<file path="src/rtl/lpb_pkg.sv">
`timescale 1ns / 1ps
`default_nettype none
// ----------------------------------------------------------------------------
// lpb_pkg
// Types and constants shared by the page buffer cells and the top level.
// ----------------------------------------------------------------------------
package lpb_pkg;

    // Position fields are wide enough for the largest supported buffer.
    localparam int POS_W = 6;
    localparam int CNT_W = 7;

    // Configuration port.
    localparam int APB_AW = 3;
    localparam logic REG_TREE_HEIGHT = 1'b0;
    localparam logic [3:0] TREE_HEIGHT_RST = 4'd3;

    // Commands.
    localparam logic CMD_PUT = 1'b0;
    localparam logic CMD_GET = 1'b1;

    typedef logic [POS_W-1:0] pos_t;
    typedef logic [CNT_W-1:0] cnt_t;

    // One buffered page.
    typedef struct packed {
        logic [31:0] key;
        logic [63:0] payload;
        logic        dirty;
    } entry_t;

    // Broadcast from the sequencer to every cell for one update cycle.
    // front: cell 0 takes fresh, cells 1..hi take their front neighbour.
    // back:  cell hi takes fresh, cells lo..hi-1 take their back neighbour.
    typedef struct packed {
        logic   front;
        logic   back;
        pos_t   lo;
        pos_t   hi;
        entry_t fresh;
    } ctrl_t;

endpackage
`default_nettype wire

</file>
<file path="src/rtl/lpb_cell.sv">
`timescale 1ns / 1ps
`default_nettype none
// ----------------------------------------------------------------------------
// lpb_cell
// One position of the recency list: holds an entry, compares its key and
// shifts towards either neighbour under the broadcast control word.
// ----------------------------------------------------------------------------
module lpb_cell #(
    parameter int IDX = 0
) (
    input  wire logic           aclk,
    input  wire logic           aresetn,
    input  wire lpb_pkg::ctrl_t ctrl,
    input  wire lpb_pkg::entry_t prev_entry,
    input  wire lpb_pkg::entry_t next_entry,
    input  wire logic [31:0]    cmp_key,
    input  wire lpb_pkg::cnt_t  fill,
    output lpb_pkg::entry_t     entry,
    output logic                match
);
    import lpb_pkg::*;

    localparam pos_t MY_POS = POS_W'(IDX);
    localparam cnt_t MY_CNT = CNT_W'(IDX);

    entry_t entry_reg;
    entry_t entry_next;

    // Select the new content of this position.
    always_comb begin
        entry_next = entry_reg;
        if (ctrl.front) begin
            if (MY_POS == '0) begin
                entry_next = ctrl.fresh;
            end else if (MY_POS <= ctrl.hi) begin
                entry_next = prev_entry;
            end
        end else if (ctrl.back) begin
            if (MY_POS == ctrl.hi) begin
                entry_next = ctrl.fresh;
            end else if ((MY_POS >= ctrl.lo) && (MY_POS < ctrl.hi)) begin
                entry_next = next_entry;
            end
        end
    end

    // The dirty mark is cleared at reset; key and payload need no reset.
    always_ff @(posedge aclk) begin
        if (!aresetn) begin
            entry_reg.dirty <= 1'b0;
        end else begin
            entry_reg.dirty <= entry_next.dirty;
        end
        entry_reg.key     <= entry_next.key;
        entry_reg.payload <= entry_next.payload;
    end

    // Only occupied positions take part in the lookup.
    assign match = (entry_reg.key == cmp_key) && (MY_CNT < fill);
    assign entry = entry_reg;

endmodule
`default_nettype wire

</file>
<file path="config.mk">
export PLATFORM = sky130hd
export DESIGN_NAME = lpb_cell
export DESIGN_NICKNAME = d
export VERILOG_FILES = /design/src/rtl/lpb_pkg.sv /design/src/rtl/lpb_cell.sv
export SDC_FILE = /design/constraint.sdc
export NUM_CORES = 1
export LEC_CHECK = 0
export ABC_AREA = 1
export BUFFER_PORTS_ARGS = -buffer_cell sky130_fd_sc_hd__buf_2
export CAP_MARGIN = 25
export CELL_PAD_IN_SITES_DETAIL_PLACEMENT = 1
export CELL_PAD_IN_SITES_GLOBAL_PLACEMENT = 1
export CORE_AREA = 2 2 174 176
export DETAILED_ROUTE_END_ITERATION = 7
export DIE_AREA = 0 0 176 178
export GPL_ROUTABILITY_DRIVEN = 0
export PLACE_DENSITY_LB_ADDON = 0.15
export SETUP_SLACK_MARGIN = 0.5
export SYNTH_ARGS = -nofsm -noshare
export SYNTH_HDL_FRONTEND = slang
export SYNTH_SLANG_ARGS = --single-unit
</file>
<file path="constraint.sdc">
create_clock -name aclk -period 8.5 [get_ports aclk]
set_clock_uncertainty 0.05 [all_clocks]
set_input_delay 0.425 -clock aclk [delete_from_list [all_inputs] [get_ports aclk]]
set_output_delay 0.425 -clock aclk [all_outputs]
set_load 0.05 [all_outputs]
</file>
==> results by group <==
Clocking
  – H-tree depth: 3
  – CTS clock-pin slew for the worst setup and hold paths: around 70 ps
  – Post-CTS Hold Buffers: 0
  – Clk buf depth: 2
  – Post-CTS Setup Repair Bufs: 0
  – Clock Sinks: 97
  – CTS tree: yes
  – CTS Buf Count: 9
  – Skew-Pair Late Insertion Delay: approximately 340 ps
  – Root Driver: clkbuf_16
  – Post-CTS Resized: 0

STA
  – RSZ-0062 raised after global routing: false
  – Minimum clock period: approximately 2400 ps
  – Fin. max-slew vios: 0
  – Max Clk Rate: 421 MHz
  – Setup TNS: 0 ps
  – Fin Hold WS: between 200 and 300 ps
  – Final setup vio count: 0
  – Worst relative slew slack: about two fifths
  – Post-route clock period utilization: approximately 28%
  – Hold Vio Cnt, Final: 0
  – Worst-Margin Slew: 924 ps

Global route
  – Initial antenna violation count: 3
  – First-pass GRT wire length: about 25 mm
  – GRT overflow: 0
  – GRT Util Overall: 10.5%
  – Vias in the first global route: approximately 4400
  – Largest net degree at the start of global routing: 68

Routing
  – DRC: 0
  – Routed via count: around 4000
  – Drt pass-1 iters: 6
  – Final WL: between 15 and 20 mm
  – Number of nets with antenna violations after routing: 0
  – DRT iter0 DRCs: a little under 100
  – Vias/cell: between 3 and 4
  – Wire per inst: roughly 15 um

Yosys
  – Yosys warnings: 0
  – Syn Inst Count: approximately 360
  – Post-Syn Area per Cell: around 13 um2
  – Sequential fraction of the synthesis area: 60.8%
  – Yosys reg bits: slightly below 100
  – Area of the mapped netlist: 0.00477 mm2
  – Post-synth net total: between 700 and 800
  – Unique masters post-synth: 18

Setup path
  – CP Class: in -> reg
  – Crit path DAT: about 2400 ps
  – Reg2reg start: entry[0]
  – Crit path capture type: flop
  – Data required, critical path: roughly 8600 ps
  – R2r setup slk: between 7000 and 8000 ps
  – Max Fanout on Critical Path: 67
  – Worst reg-to-reg path cell count: 4
  – Setup crit start kind: primary input
  – Reg2reg end: entry[0]

Placed design
  – IO Port Bufs: 346
  – HPWL Detailed: 13.5 mm
  – Dpl cell area: 0.00691 mm2

Worst hold path
  – Hold path cells: 3
  – Hold EP: entry[0]
  – Min-delay src: aresetn
  – HP Class: in -> reg

Finish
  – Final Cell Area: 0.00723 mm2
  – Commonest non-fill, non-tap cell in the layout: buf_2
  – Diode count: 0
  – Nets@finish: 1057
  – Most frequent cells in the layout: 346 x buf_2, 96 x mux2_2, 96 x edfxtp_1
  – Largest register FFs: 97
  – Area delta synth->final: 51.5%
  – Layout cell share with drive strength beyond 1: roughly 65%
  – Fillers: about 3400

Die
  – CORE AREA: slightly below 0.03 mm2
  – DIE AREA: about 0.031 mm2
  – IO Count: 444
  – Die W: roughly 180 um
  – Die height: 178 um
  – Starting Density: 16.2%
  – FP Rows: 63

Pwr
  – Max IR drop VDD: between 0.07 and 0.08 mV
  – Power Density: approximately 200 mW/mm2
  – Leak Pwr: between 3 and 4 nW

Outcome
  – Outcome: finished, final reports clean

Job
  – Max cap viols: 0
==> final cells by class <==
cell class / count / area [um2] / area share (%)
inverter: 36 / 138 / 1.90
multi-input combinational: 219 / 1640 / 22.6
timing repair buffer: 348 / 1750 / 24.2
clock inverter: 6 / 90.1 / 1.25
clock buffer: 10 / 229 / 3.17
tap: 390 / 488 / 6.75
sequential: 97 / 2900 / 40.2
==> per-layer routing <==
layer | part of all wire (%) | wire length, um | vias up | global-route usage [%]
li1 | - | - | 1950 | -
met2 | 48 | 8050 | 240 | 17.9
met4 | 1.1 | 194 | 6 | 2.82
met5 | 0.25 | 42 | - | 0
met1 | 39 | 6540 | 1829 | 11.5
met3 | 12 | 2060 | 16 | 5.29
==> report_power, final <==
group / internal [mW] / total (mW) / switching, mW
Clock: 0.260 / 0.451 / 0.192
Combinational: 0.122 / 0.388 / 0.266
Sequential: 0.586 / 0.607 / 0.0207
Total: 0.967 / 1.45 / 0.479
==> worst max-delay path by stage <==
stage / to / start / slack [ps] / cells past startpoint
floorplan: entry[10] / ctrl[99] / 5310 / 5
finish: entry[56] / ctrl[99] / 6120 / 6
CTS: entry[17] / ctrl[99] / 6080 / 6
global placement: entry[28] / ctrl[99] / 5780 / 6
detailed placement: entry[17] / ctrl[99] / 5670 / 6
global route: entry[56] / ctrl[98] / 5920 / 6
==> critical path: stages <==
cell and delay [ps]:
buf_2 100, nor2_1 120, nand3_2 130, nand2_4 360
buf_4 750, mux2_2 430
==> cell usage after synthesis, drive strengths merged <==
library cell,n,area (um2)
nor2b,1,6.26
buf,10,97.6
nand2,65,251
o21ai,1,5.00
edfxtp,96,2880
nor2,35,131
xnor2,12,105
nor3,1,5.00
mux2,96,1080
inv,36,135
or2,1,6.26
nand3,6,35.0
xor2,1,8.76
dfxtp,1,20.0
==> kinds of logic after synthesis <==
kind of cell    synth area share (%)
xor+xnor                        2.39
buf+inv                         4.88
flops                           60.8
mux                             22.7
compound gates                 0.105
simple gates                    9.13
==> stage by stage <==
step	utilization, %	std cells	power [mW]	setup WS [ps]
2_1_floorplan	-	362	0.880	5310
3_3_place_gp	23.5	1090	1.01	5780
3_5_place_dp	23.5	1090	1.01	5670
4_1_cts	24.6	1106	1.48	6080
5_1_grt	24.6	1106	1.52	5920
6_report	24.6	1106	1.45	6120
(Power assumes the default switching activity.)
